===== src/hdl/rmte_pkg.sv =====
package rmte_pkg;

    // Table geometry.
    localparam int TABLE_ENTRIES  = 32;
    localparam int IDX_W          = 5;
    localparam int CNT_W          = 6;
    localparam int MAP_PAGE_SHIFT = 16;

    // Request codes.
    localparam logic [2:0] REQ_ADD   = 3'd0;
    localparam logic [2:0] REQ_REM   = 3'd1;
    localparam logic [2:0] REQ_PROT  = 3'd2;
    localparam logic [2:0] REQ_PAGE  = 3'd3;
    localparam logic [2:0] REQ_TOP   = 3'd4;
    localparam logic [2:0] REQ_ABOVE = 3'd5;

    // Status codes.
    localparam logic [2:0] ST_OK       = 3'd0;
    localparam logic [2:0] ST_MISALIGN = 3'd1;
    localparam logic [2:0] ST_FULL     = 3'd2;
    localparam logic [2:0] ST_NONE     = 3'd3;
    localparam logic [2:0] ST_EMPTIED  = 3'd4;

    typedef struct packed {
        logic [2:0]  req_type;
        logic [31:0] req_addr;
        logic [31:0] length_bytes;
        logic [2:0]  prot_bits;
        logic [7:0]  map_flags;
        logic [7:0]  desc_id;
        logic [1:0]  desc_access;
        logic [47:0] file_offset;
        logic [47:0] backing_size;
    } t_req;

    typedef struct packed {
        logic [2:0]  status;
        logic [31:0] result_addr;
        logic [31:0] region_length;
        logic [2:0]  region_prot;
        logic [7:0]  region_flags;
        logic [7:0]  region_desc;
        logic [47:0] region_offset;
        logic [47:0] region_file_size;
    } t_res;

    // One region: attrs hold prot 2:0, flags 10:3, desc 18:11, access 20:19.
    typedef struct packed {
        logic [31:0] base;
        logic [31:0] size;
        logic [20:0] attrs;
        logic [47:0] off;
        logic [47:0] fsz;
    } t_entry;

    // Chain control: shift toward cell 0 and/or load a piece at a slot.
    typedef struct packed {
        logic             pop;
        logic             app;
        logic [CNT_W-1:0] widx;
    } t_ctl;

    // Highest protection a region may be given.
    function automatic logic [2:0] max_prot(input logic [20:0] at);
        logic [2:0] mp;
        mp = 3'd3;
        if (at[18:11] != 8'd0 && !at[4]) begin
            case (at[20:19])
                2'd0:    mp = 3'd1;
                2'd1:    mp = 3'd2;
                2'd2:    mp = 3'd3;
                default: mp = 3'd0;
            endcase
        end
        return mp;
    endfunction

endpackage


===== src/hdl/rmte_cell.sv =====
module rmte_cell (
    input  logic                             i_clk,
    input  logic [rmte_pkg::IDX_W-1:0]       i_idx,
    input  rmte_pkg::t_ctl                   i_ctl,
    input  rmte_pkg::t_entry                 i_right,
    input  rmte_pkg::t_entry                 i_piece,
    output rmte_pkg::t_entry                 o_q
);
    import rmte_pkg::*;

    logic [CNT_W-1:0] w_pos;
    logic             w_ld;
    t_entry           r_q;

    assign w_pos = {1'b0, i_idx};

    // On a shift the loaded slot sits one place lower.
    assign w_ld = i_ctl.app && (i_ctl.pop ? (w_pos + CNT_W'(1) == i_ctl.widx)
                                          : (w_pos == i_ctl.widx));

    always_ff @(posedge i_clk) begin
        if (w_ld) begin
            r_q <= i_piece;
        end else if (i_ctl.pop) begin
            r_q <= i_right;
        end
    end

    assign o_q = r_q;

endmodule


===== config.mk =====
export PLATFORM = sky130hd
export DESIGN_NAME = rmte_cell
export DESIGN_NICKNAME = d
export VERILOG_FILES = /design/src/hdl/rmte_pkg.sv /design/src/hdl/rmte_cell.sv
export SDC_FILE = /design/constraint.sdc
export NUM_CORES = 1
export LEC_CHECK = 0
export ABC_AREA = 1
export ABC_CLOCK_PERIOD_IN_PS = 6400
export BUFFER_PORTS_ARGS = -buffer_cell sky130_fd_sc_hd__clkbuf_2
export CORE_AREA = 2 2 215 217
export DETAILED_ROUTE_END_ITERATION = 7
export DIE_AREA = 0 0 217 219
export RECOVER_POWER = 25
export SYNTH_ARGS = -nofsm -noshare
export SYNTH_HDL_FRONTEND = slang
export SYNTH_SLANG_ARGS = --single-unit

===== constraint.sdc =====
create_clock -name i_clk -period 6.4 [get_ports i_clk]
set_input_delay 0.64 -clock i_clk [delete_from_list [all_inputs] [get_ports i_clk]]
set_output_delay 0.64 -clock i_clk [all_outputs]
set_load 0.1 [all_outputs]

# [Yosys cells after proc, flatten, opt, wreduce, memory -nomap -nowiden]
# Cells that the tools add are included.
[totals] reg_bits=181 out_inout_bits=181 wordCells=13
[classes] add_sub_neg=1 eq_ne=2 muxes=3 n_reduce_logical=2
[op_table] cell="two-way mux 181 bit" n=2
[op_table] cell="adder 5 x 1 -> 6 bit, second input constant" n=1
[op_table] cell="equality test 5 x 6 -> 1 bit" n=1
[op_table] cell="equality test 6 bit" n=1
[op_table] cell="nonzero test 2 bit" n=1
[op_table] cell="logical AND 1 bit" n=1
[op_table] cell="two-way mux 1 bit" n=1

# [Depth between registers and ports, before layout]
# Gate-level depths: netlist of run 1.
[logic_depth] word_depth=5 mapped_depth=13 depth_no_buf=11

# [Worst setup path before layout of run 1]
# No wires, ideal clock.
[synth_path] path_kind="input to register" startpoint="input port i_idx[0] in the netlist's numbering" endpoint="register r_q (netlist bit o_q[0]), enable pin" setup_time_ns=0.548 arrival_ns=5.557 required_ns=5.852 path_slack_ns=0.294 stages=10 path_buffers=2 path_cell_list="ha_1 inv_1 nand2_1 nand3_1 nand2_1 nor2_1 nand4_1 buf_2 buf_2 nand2_1"
[synth_between] elab_chain_cells=5 elab_cells_between_ends=6 classes_between="1 x add/sub; 2 x eq/ne; 1 x mux; 2 x reduce/logical"
[synth_lines] item="from (decl)" line="rmte_cell.sv:3" rtl="input logic [rmte_pkg::IDX_W-1:0] i_idx,"
[synth_lines] item="adder 5 x 1 -> 6 bit" line="rmte_cell.sv:18" rtl="assign w_ld = i_ctl.app && (i_ctl.pop ? (w_pos + CNT_W'(1) == i_ctl.widx)"
[synth_lines] item="equality test 6 bit" line="rmte_cell.sv:18"
[synth_lines] item="two-way mux 1 bit *" line="rmte_cell.sv:18"
[synth_lines] item="logical AND 1 bit *" line="rmte_cell.sv:18"
[synth_lines] item="nonzero test 2 bit (no line) *"
[synth_lines] item="to (signal assigned)" line="rmte_cell.sv:23" rtl="r_q <= i_piece;"
[synth_lines] item="to (signal assigned)" line="rmte_cell.sv:25" rtl="r_q <= i_right;"
[synth_lines] item="to (decl)" line="rmte_cell.sv:13" rtl="t_entry r_q;"
# Mark *: on every way between the ends. The rest lies on a longest branch, timed or not.
# A chain may end at the register's enable or synchronous reset.

# [Final worst setup path of run 1]
[layout_path] startpoint="input port i_idx[1] in the netlist's numbering" endpoint="register r_q (netlist bit o_q[26]), data pin"
[layout_between] elab_chain_cells=5 elab_cells_between_ends=6 classes_between="1 x add/sub; 2 x eq/ne; 2 x mux; 1 x reduce/logical"
[layout_lines] item="adder 5 x 1 -> 6 bit" line="rmte_cell.sv:18"
[layout_lines] item="equality test 6 bit" line="rmte_cell.sv:18"
[layout_lines] item="two-way mux 1 bit *" line="rmte_cell.sv:18"
[layout_lines] item="logical AND 1 bit *" line="rmte_cell.sv:18"
[layout_lines] item="two-way mux 181 bit *" line="rmte_cell.sv:22" rtl="if (w_ld) begin"
# Marks and branches as above.

==> results of run 1 <==
## worst max-delay path by stage
stage               startpoint  slack (ns)  cells past startpoint       to
floorplan             i_idx[0]        0.29                     10   o_q[0]
global placement      i_idx[1]        2.58                     14  o_q[96]
detailed placement    i_idx[1]        2.55                     14  o_q[26]
CTS                   i_idx[1]        3.08                     14  o_q[96]
global route          i_idx[0]        2.74                     13  o_q[64]
finish                i_idx[1]        3.02                     14  o_q[26]
## area by class of cell
type,count,area (um^2)
antenna,1,2.50
tap,600,751
clock buffer,18,429
inverter,21,83.8
sequential,181,5440
clock inverter,13,123
multi-input combinational,598,2510
timing repair buffer,562,2680
fill,4982,33100
## power groups by stage
stage          sequential [W]  clock (W)  combinational (W)
6_report              0.00145    0.00103            0.00109
3_5_place_dp          0.00148          0            0.00112
5_1_grt               0.00146    0.00111            0.00114
2_1_floorplan         0.00222          0           0.000124
4_1_cts               0.00146    0.00108            0.00112
3_3_place_gp          0.00148          0            0.00111
## synthesized netlist by cell type, types with 3 or more instances
master,n
edfxtp_1,181
nand2_1,402
nand3_1,186
buf_4,10
buf_2,39
nor2_1,5
inv_2,3
inv_1,18
buf_6,10
## layer usage
metal / wire (um) / up-vias / global-route usage [%]
met2: 14400 / 430 / 20.2
met5: 13 / - / 0
met4: 933 / 2 / 6.12
met1: 11300 / 3592 / 13.0
met3: 2720 / 52 / 4.19
li1: - / 3937 / -
## cells by family after synthesis
kind of cell	after synthesis
compound gates	1
fa+ha+maj	1
buf+inv	80
flops	181
simple gates	596
## layout by cell type (no fill, tap or decap), drive strengths merged
| cell | count |
|---|---|
| clkbuf | 574 |
| nand2 | 402 |
| nand3 | 186 |
| edfxtp | 181 |
| inv | 28 |
| nor2 | 7 |
| buf | 6 |
| clkinv | 3 |
| clkinvlp | 2 |
| diode | 1 |
| a21oi | 1 |
| nand4 | 1 |
| ha | 1 |
| bufinv | 1 |
## through the flow
step | cell area, um^2 | util (%) | instances
finish | 12000 | 26.6 | 1994
global route | 12000 | 26.6 | 1993
CTS | 12200 | 27.0 | 1993
detailed placement | 11600 | 25.8 | 1962
global placement | 11600 | 25.8 | 1962
floorplan | 8400 | - | 859
==> summary.md, run 1 <==
| Metric | Value |
|---|---|
| Proportion of layout cells with a drive suffix above 1 | `between 30% and 40%` |
| Die width | `217 um` |
| Nets | `1,758` |
| Die Y-Extent | `~220 um` |
| Sink Count | `between 150 and 200` |
| Hold Slack | `approximately 0.42 ns` |
| Maximum vdd ir drop | `0.153 mV` |
| TNS Setup | `0 ns` |
| Synthesized area | `0.00840 mm^2` |
| Switching pwr | `0.00146 W` |
| Crit path top cell by count | `nand2_1` |
| Post-synth EDFFs | `181` |
| Synth top area share | `between 60% and 70%` |
| Cell taking the most area after synthesis | `edfxtp_1` |
| Final min period | `3.38 ns` |
| Hold Path End | `o_q[66]` |
| Synthesis-stage register bit count | `around 180` |
| Synth Warn # | `0` |
| Peak Freq | `296 MHz` |
| Synthesized area per cell | `9.78 um^2` |
| Largest cells by area after synthesis | `edfxtp_1, nand2_1, nand3_1` |
| Remaining antenna violation count | `0` |
| Crit share post-route | `between 50% and 60%` |
| Root buffer cell | `clkbuf_16` |
| Synth Area in Compound Gates | `0.0596%` |
| Initial DRC count | `~370` |
| Initial antenna violation count | `2` |
| Per-cell routed wire length | `roughly 15 um` |
| Drt pass-1 iters | `5` |
| Vias in the first global route | `about 7,700` |
| Area growth syn-to-layout | `43.1%` |
| Switching Share | `40.7%` |
| I/O Buffers | `556` |
| Placer congestion estimate | `roughly 0.87` |
| Clk pwr share | `roughly 29%` |
| Combinational family with the most area after synthesis | `simple AND/OR/NAND/NOR gates` |
| Die area | `about 0.048 mm^2` |
| FP Rows | `between 70 and 80` |
| Cts bufs inserted | `17` |
| Min-Delay Path Depth | `3` |
| CTS tree | `yes` |
| Top FF cell, synth | `edfxtp_1` |
| Status | `finished clean` |
| Least-Margin Pin Slew | `between 1 and 1.5 ns` |
| Crit path largest cell delay | `just over 0.8 ns` |
| Starting Density | `18.6%` |
| Sequential share of power | `~41%` |
| Synth Area in Adders | `less than 1%` |
| WP data arrival | `around 3.7 ns` |
| Worst hold path class | `input port to flop` |
| Mux cell area share after synthesis | `0%` |
| Mapped Cells | `between 800 and 900` |
| Worst path bufs/invs | `5` |
| Simple-gate share of the synthesized area | `29.6%` |
| Hold Vio Cnt, Final | `0` |
| Worst-path fanout max | `97` |
| Syn nets | `around 1,200` |
| Slew headroom | `approximately 14%` |
| Worst-path clk slew | `approximately 0.07 ns` |
| GR Util All Layers | `a little under an eighth` |
| Slowest CP cell | `buf_4` |
| First-pass GRT wire length | `42,300 um` |
| Power Density | `298 mW/mm^2` |
| RSZ-0062 raised after global routing | `false` |
| Setup-failing EPs final | `0` |
| Comb pwr share | `30.6%` |
| Slew Viols, Final | `0` |
| I/O pins | `about 560` |
| CP top delay family | `buffers and inverters` |
| Clock buffer depth | `2` |
| Critical-path cell list | `clkbuf_2 -> ha_1 -> nand2_1 -> inv_1 -> nand2_1 -> nand2_1 -> nand2_1 -> nand2_1 -> inv_6 -> nand4_1 -> buf_4 -> buf_4 -> nand2_1 -> nand2_1` |
| Xor/xnor share of the synthesized area | `0%` |
| CP Capture Type | `flop` |
| Min-delay src | `i_right[66]` |
| CORE AREA | `roughly 0.045 mm^2` |
| Via count | `8,013` |
| Resize count post-CTS | `0` |
| Ys async rst share | `0%` |
| Internal power | `0.00212 W` |
| Post-CTS Setup Bufs | `0` |
| Placement Setup Slack | `~2.5 ns` |
| Grt ovf | `0` |
| CP Class | `input port to flop` |
| Setup WS post-layout | `around 3.0 ns` |
| Leakage | `5.74 nW` |
| Via density | `between 4 and 5` |
| Seq/Total Area, Yosys | `64.7%` |
| DP HPWL | `between 20,000 and 25,000 um` |
| Tot Pwr | `between 0.003 and 0.004 W` |
| Pin count of the biggest net entering global routing | `~180` |
| # DRC | `0` |
| CP startpoint kind | `input port` |
| Largest register FFs | `181` |
| Max H-tree Level | `4` |
| Synth unique cells | `14` |
| Worst Path Required | `6.73 ns` |
| Cts hold-fix bufs | `0` |
| Drt total wl | `around 29,000 um` |
| MaxCap Viol Count | `0` |
No activity file was read; power rests on OpenSTA's default activity.
==> run 2, diff against run 1 <==
--- a/config.mk
+++ b/config.mk
@@ -6,11 +6,11 @@
 export NUM_CORES = 1
 export LEC_CHECK = 0
 export ABC_AREA = 1
-export ABC_CLOCK_PERIOD_IN_PS = 6400
+export ABC_CLOCK_PERIOD_IN_PS = 3400
 export BUFFER_PORTS_ARGS = -buffer_cell sky130_fd_sc_hd__clkbuf_2
-export CORE_AREA = 2 2 215 217
+export CORE_AREA = 2 2 217 219
 export DETAILED_ROUTE_END_ITERATION = 7
-export DIE_AREA = 0 0 217 219
+export DIE_AREA = 0 0 219 221
 export RECOVER_POWER = 25
 export SYNTH_ARGS = -nofsm -noshare
 export SYNTH_HDL_FRONTEND = slang
==> constraint.sdc (replaced) <==
create_clock -name i_clk -period 3.4 [get_ports i_clk]
set_input_delay 0.34 -clock i_clk [delete_from_list [all_inputs] [get_ports i_clk]]
set_output_delay 0.34 -clock i_clk [all_outputs]
set_load 0.1 [all_outputs]
==> run 2 against run 1 <==
Net effect: combinational power up 91%; first-iteration DRC count up 11%; sequential power up 89%.
==> summary.md, run 2 (synthesized netlist as in run 1, its figures left out) <==
| Metric | Value |
|---|---|
| Multi-input logic area | `0.00252 mm^2` |
| CORE AREA | `between 0.04 and 0.05 mm^2` |
| Worst hold path class | `input port to flop` |
| Starting Density | `between 15 and 20%` |
| Resize count post-CTS | `0` |
| GR Util All Layers | `a little under an eighth` |
| CP Capture Type | `output port` |
| Vias in the first global route | `7,656` |
| FP Rows | `a little under 80` |
| Root buffer cell | `clkbuf_16` |
| WP data arrival | `1.74 ns` |
| Clock buffer depth | `2` |
| Critical-path cell list | `clkbuf_1` |
| Nets | `around 1,800` |
| Cts bufs inserted | `17` |
| Per-cell routed wire length | `14.3 um` |
| Sequential share of power | `between 40% and 50%` |
| CP top delay family | `buffers and inverters` |
| Via count | `roughly 8,000` |
| Drt total wl | `~29,000 um` |
| Slew Viols, Final | `0` |
| Die Y-Extent | `about 220 um` |
| Leakage | `around 5.8 nW` |
| Hold Vio Cnt, Final | `0` |
| Initial DRC count | `416` |
| Placer congestion estimate | `around 0.91` |
| Final instance count without filler cells | `between 2,000 and 2,500` |
| Least-Margin Pin Slew | `between 1 and 1.5 ns` |
| Crit share post-route | `between 60% and 70%` |
| I/O Buffers | `around 560` |
| Placement Setup Slack | `0.843 ns` |
| CTS tree | `yes` |
| Proportion of layout cells with a drive suffix above 1 | `about a third` |
| Maximum vdd ir drop | `between 0.2 and 0.25 mV` |
| Commonest cells after routing, fill and taps aside | `clkbuf_2, nand2_1, nand3_1, edfxtp_1, clkbuf_1` |
| DP HPWL | `22,300 um` |
| Drt pass-1 iters | `5` |
| Post-CTS Setup Bufs | `0` |
| Worst-path clk slew | `0.07 ns` |
| Comb pwr share | `between 30 and 40%` |
| First-pass GRT wire length | `between 40,000 and 50,000 um` |
| Remaining antenna violation count | `0` |
| Final min period | `between 2 and 2.5 ns` |
| Sequential Area | `approximately 0.0054 mm^2` |
| Initial antenna violation count | `1` |
| Min-delay src | `i_right[81]` |
| Switching Share | `40.2%` |
| Via density | `slightly below 4` |
| Cell count after placement | `1,982` |
| TNS Setup | `0 ns` |
| Commonest non-fill, non-tap cell in the layout | `clkbuf_2` |
| CP startpoint kind | `flop` |
| Slew headroom | `16.2%` |
| Die area | `0.0484 mm^2` |
| Worst-path fanout max | `1` |
| Slowest CP cell | `clkbuf_1` |
| # fillers | `around 5,000` |
| Internal power | `0.00400 W` |
| Pin count of the biggest net entering global routing | `around 180` |
| Status | `finished clean` |
| Levels on crit path | `1` |
| Hold Path End | `o_q[81]` |
| Grt ovf | `0` |
| Antenna diodes | `0` |
| Setup WS post-layout | `approximately 1.3 ns` |
| Switching pwr | `~0.0027 W` |
| Worst Path Required | `~3 ns` |
| Sink Count | `around 180` |
| Largest register FFs | `between 150 and 200` |
| Crit path largest cell delay | `approximately 0.9 ns` |
| RSZ-0062 raised after global routing | `false` |
| MaxCap Viol Count | `0` |
| Die width | `219 um` |
| Min-Delay Path Depth | `3` |
| CP Class | `flop to output port` |
| Area growth syn-to-layout | `45.2%` |
| Setup-failing EPs final | `0` |
| Clk pwr share | `between 20 and 30%` |
| Peak Freq | `roughly 480 MHz` |
| Cts hold-fix bufs | `0` |
| Max H-tree Level | `4` |
| # DRC | `0` |
| Power Density | `549 mW/mm^2` |
| Worst path bufs/invs | `1` |
| I/O pins | `~560` |
[run 2: cell types whose count changed in the layout (fill, tap and decap cells not counted)]
cell	before	now
clkinvlp_4	2	1
nand2_8	0	1
buf_12	2	8
clkbuf_1	136	139
inv_6	7	2
clkinv_4	0	3
nand2_4	1	0
clkinv_2	2	4
buf_4	4	11
clkinv_1	1	0
diode_2	1	0
[run 2: metal layers]
layer / vias to the layer above / global-route usage (%) / part of all wire [%]
met5: - / 0 / 0
met4: 0 / 4.23 / 1.5
met3: 25 / 4.34 / 9.2
met2: 397 / 20.8 / 50
met1: 3583 / 12.4 / 39
li1: 3961 / - / -
[run 2: cell type report]
cell class | instances | share of cell area, %
repair buffers | 575 | 23.4
well taps | 607 | 6.23
clock buffers | 21 | 3.61
multi-input cells | 598 | 20.6
clock inverters | 11 | 0.852
flip-flops and latches | 181 | 44.6
inverters | 21 | 0.687
[run 2: worst max path at each step]
stage / startpoint / end / slack (ns)
4_1_cts: i_idx[1] / o_q[102] / 1.38
5_1_grt: i_idx[1] / o_q[102] / 1.18
2_1_floorplan: i_idx[0] / o_q[0] / 0.36
6_report: o_q[9] / o_q[9] / 1.32
3_3_place_gp: i_idx[0] / o_q[64] / 0.86
3_5_place_dp: i_idx[1] / o_q[61] / 0.84
[run 2: power by group through the flow]
| stage | sequential (W) | clock, W | combinational, W |
|---|---|---|---|
| after floorplan | 0.00417 | 0 | 0.000233 |
| after global placement | 0.00279 | 0 | 0.00212 |
| after detailed placement | 0.00280 | 0 | 0.00212 |
| after CTS | 0.00275 | 0.00195 | 0.00213 |
| after global routing | 0.00276 | 0.00204 | 0.00216 |
| final | 0.00274 | 0.00187 | 0.00208 |
[run 2: through the flow]
step	total power [W]	hold WS, ns	area [um^2]	utilization, %
2_1_floorplan	0.00440	0.519	8400	-
3_3_place_gp	0.00491	0.604	11800	25.7
3_5_place_dp	0.00492	0.608	11800	25.7
4_1_cts	0.00683	0.0765	12400	26.8
5_1_grt	0.00696	0.0877	12200	26.5
6_report	0.00669	0.129	12200	26.5
==> run 3, diff against run 2 <==
--- a/config.mk
+++ b/config.mk
@@ -6,11 +6,11 @@
 export NUM_CORES = 1
 export LEC_CHECK = 0
 export ABC_AREA = 1
-export ABC_CLOCK_PERIOD_IN_PS = 3400
+export ABC_CLOCK_PERIOD_IN_PS = 1800
 export BUFFER_PORTS_ARGS = -buffer_cell sky130_fd_sc_hd__clkbuf_2
-export CORE_AREA = 2 2 217 219
+export CORE_AREA = 2 2 215 217
 export DETAILED_ROUTE_END_ITERATION = 7
-export DIE_AREA = 0 0 219 221
+export DIE_AREA = 0 0 217 219
 export RECOVER_POWER = 25
 export SYNTH_ARGS = -nofsm -noshare
 export SYNTH_HDL_FRONTEND = slang
==> constraint.sdc (replaced) <==
create_clock -name i_clk -period 1.8 [get_ports i_clk]
set_input_delay 0.18 -clock i_clk [delete_from_list [all_inputs] [get_ports i_clk]]
set_output_delay 0.18 -clock i_clk [all_outputs]
set_load 0.1 [all_outputs]
==> run 3 against run 2 <==
Net effect: non-clock buffer count increased by 383; utilization increased by 9.5 points; sequential share of layout area decreased by 11 points; sequential power increased by 89%; first-iteration DRC count increased by 97%; final area increased by 33%; combinational power increased by 130%; global-route usage increased by 3.6 points; clock power increased by 110%.
==> summary.md, run 3 (synthesized netlist as in run 1, its figures left out) <==
| Metric | Value |
|---|---|
| Status | `finished clean` |
| Slew headroom | `56.6%` |
| Sink Count | `roughly 180` |
| FP Rows | `78` |
| Least-Margin Pin Slew | `about 0.65 ns` |
| WL met2 | `19,400 um` |
| Clk pwr share | `28.7%` |
| Largest register FFs | `181` |
| DP HPWL | `25,400 um` |
| Starting Density | `18.6%` |
| Placed Area | `0.0123 mm^2` |
| Vias in the first global route | `~10,000` |
| Per-cell routed wire length | `between 15 and 20 um` |
| Drt pass-1 iters | `5` |
| Die area | `about 0.048 mm^2` |
| Sequential share of power | `a little under two fifths` |
| CP startpoint kind | `input port` |
| Remaining antenna violation count | `0` |
| CP Class | `input port to flop` |
| Nets | `~2,200` |
| Area growth syn-to-layout | `93.4%` |
| Min-Delay Path Depth | `3` |
| Via count | `between 10,000 and 15,000` |
| Peak Freq | `roughly 590 MHz` |
| MaxCap Viol Count | `0` |
| Via density | `4.32` |
| GR Util All Layers | `around 15%` |
| Placer congestion estimate | `~0.95` |
| Crit share post-route | `a little over nine tenths` |
| Clock buffer depth | `2` |
| Initial DRC count | `820` |
| RSZ-0062 raised after global routing | `false` |
| Initial antenna violation count | `1` |
| Setup WS post-layout | `between 0.1 and 0.15 ns` |
| Maximum vdd ir drop | `0.520 mV` |
| Worst-path clk slew | `~0.07 ns` |
| Crit path launch | `i_idx[0]` |
| # DRC | `0` |
| Switching Share | `between 30 and 40%` |
| I/O pins | `approximately 560` |
| CORE AREA | `about 0.045 mm^2` |
| Commonest non-fill, non-tap cell in the layout | `clkbuf_2` |
| Cts bufs inserted | `17` |
| Worst hold path class | `input port to flop` |
| Worst-path fanout max | `25` |
| Slew Viols, Final | `0` |
| Min-delay src | `i_piece[156]` |
| Pin count of the biggest net entering global routing | `between 80 and 90` |
| WP data arrival | `roughly 2.0 ns` |
| Top layer in use | `met4` |
| Grt ovf | `0` |
| Commonest cells after routing, fill and taps aside | `clkbuf_2, nand2_1, dlygate4sd3_1, nand3_1, edfxtp_1` |
| WL met3 | `roughly 4100 um` |
| Proportion of layout cells with a drive suffix above 1 | `a little under two fifths` |
| Hold Slack | `~0.055 ns` |
| Comb pwr share | `around 34%` |
| Worst Path Required | `roughly 2.1 ns` |
| Max H-tree Level | `4` |
| Post-Route M1 WL | `roughly 14,000 um` |
| Final min period | `1.70 ns` |
| TNS Setup | `0 ns` |
| Placement Setup Slack | `-0.213 ns` |
| Die width | `~220 um` |
| Switching pwr | `0.00547 W` |
| CTS tree | `yes` |
| Hold Vio Cnt, Final | `0` |
| Design area | `about 0.016 mm^2` |
| CP Capture Type | `flop` |
| Drt total wl | `~40,000 um` |
| Root buffer cell | `clkbuf_16` |
| Leakage | `around 7.9 nW` |
| Final Util | `between 30% and 40%` |
| Internal power | `between 0.008 and 0.009 W` |
| Power Density | `859 mW/mm^2` |
| I/O Buffers | `~560` |
| Die Y-Extent | `219 um` |
| First-pass GRT wire length | `roughly 54,000 um` |
| Setup-failing EPs final | `0` |
## run 3: cell count changes in the layout (fill, tap and decap cells not counted), moves of 3 or more
cell / change
buf_4: +50
clkbuf_1: -135
clkbuf_16: +4
clkbuf_2: +135
clkinv_2: -4
dlygate4sd3_1: +319
inv_6: +3
## run 3: through the flow
stage,total power (W),instances
CTS,0.0140,2378
detailed placement,0.00941,2026
global route,0.0144,2391
global placement,0.00938,2026
floorplan,0.00831,859
finish,0.0139,2391
## run 3: repair_timing
item | in CTS | in global routing
endpoints found under the hold margin | 177 | 0
buffers inserted | 0 | 8
hold buffers | 320 | 0
resized for setup | 0 | 7
setup endpoints to repair | 0 | 1
## run 3: metal layers
metal  global-route usage (%)  up-vias
li1                         -     4739
met1                     15.3     4643
met2                     26.4      772
met3                     5.41      165
met4                     10.7        0
met5                        0        -
## run 3: layout make-up
cell class,count,area (um^2)
inverters,21,83.8
diodes,1,2.50
clock inverters,14,193
clock buffers,18,429
fillers,4374,28800
flip-flops and latches,181,5440
repair buffers,958,6810
multi-input cells,598,2540
well taps,600,751
## run 3: power groups by stage
stage / sequential (W) / combinational [W] / clock (W)
CTS: 0.00519 / 0.00468 / 0.00415
finish: 0.00518 / 0.00477 / 0.00400
detailed placement: 0.00527 / 0.00414 / 0
global placement: 0.00527 / 0.00412 / 0
global route: 0.00521 / 0.00493 / 0.00427
floorplan: 0.00787 / 0.000444 / 0
## run 3: worst paths after layout
check	end	slack, ns
setup / recovery	o_q[20]	0.10
hold / removal	o_q[156]	0.06
## run 3: critical path: stages
cell and delay (ns):
buf_2 0.13, ha_4 0.24, inv_1 0.05, nand2_1 0.04, nand3_1 0.07, nand2_1 0.07
nor2_2 0.14, nand2_1 0.11, nor2_4 0.17, buf_4 0.16, clkbuf_4 0.40, nand3_1 0.17
nand2_1 0.11
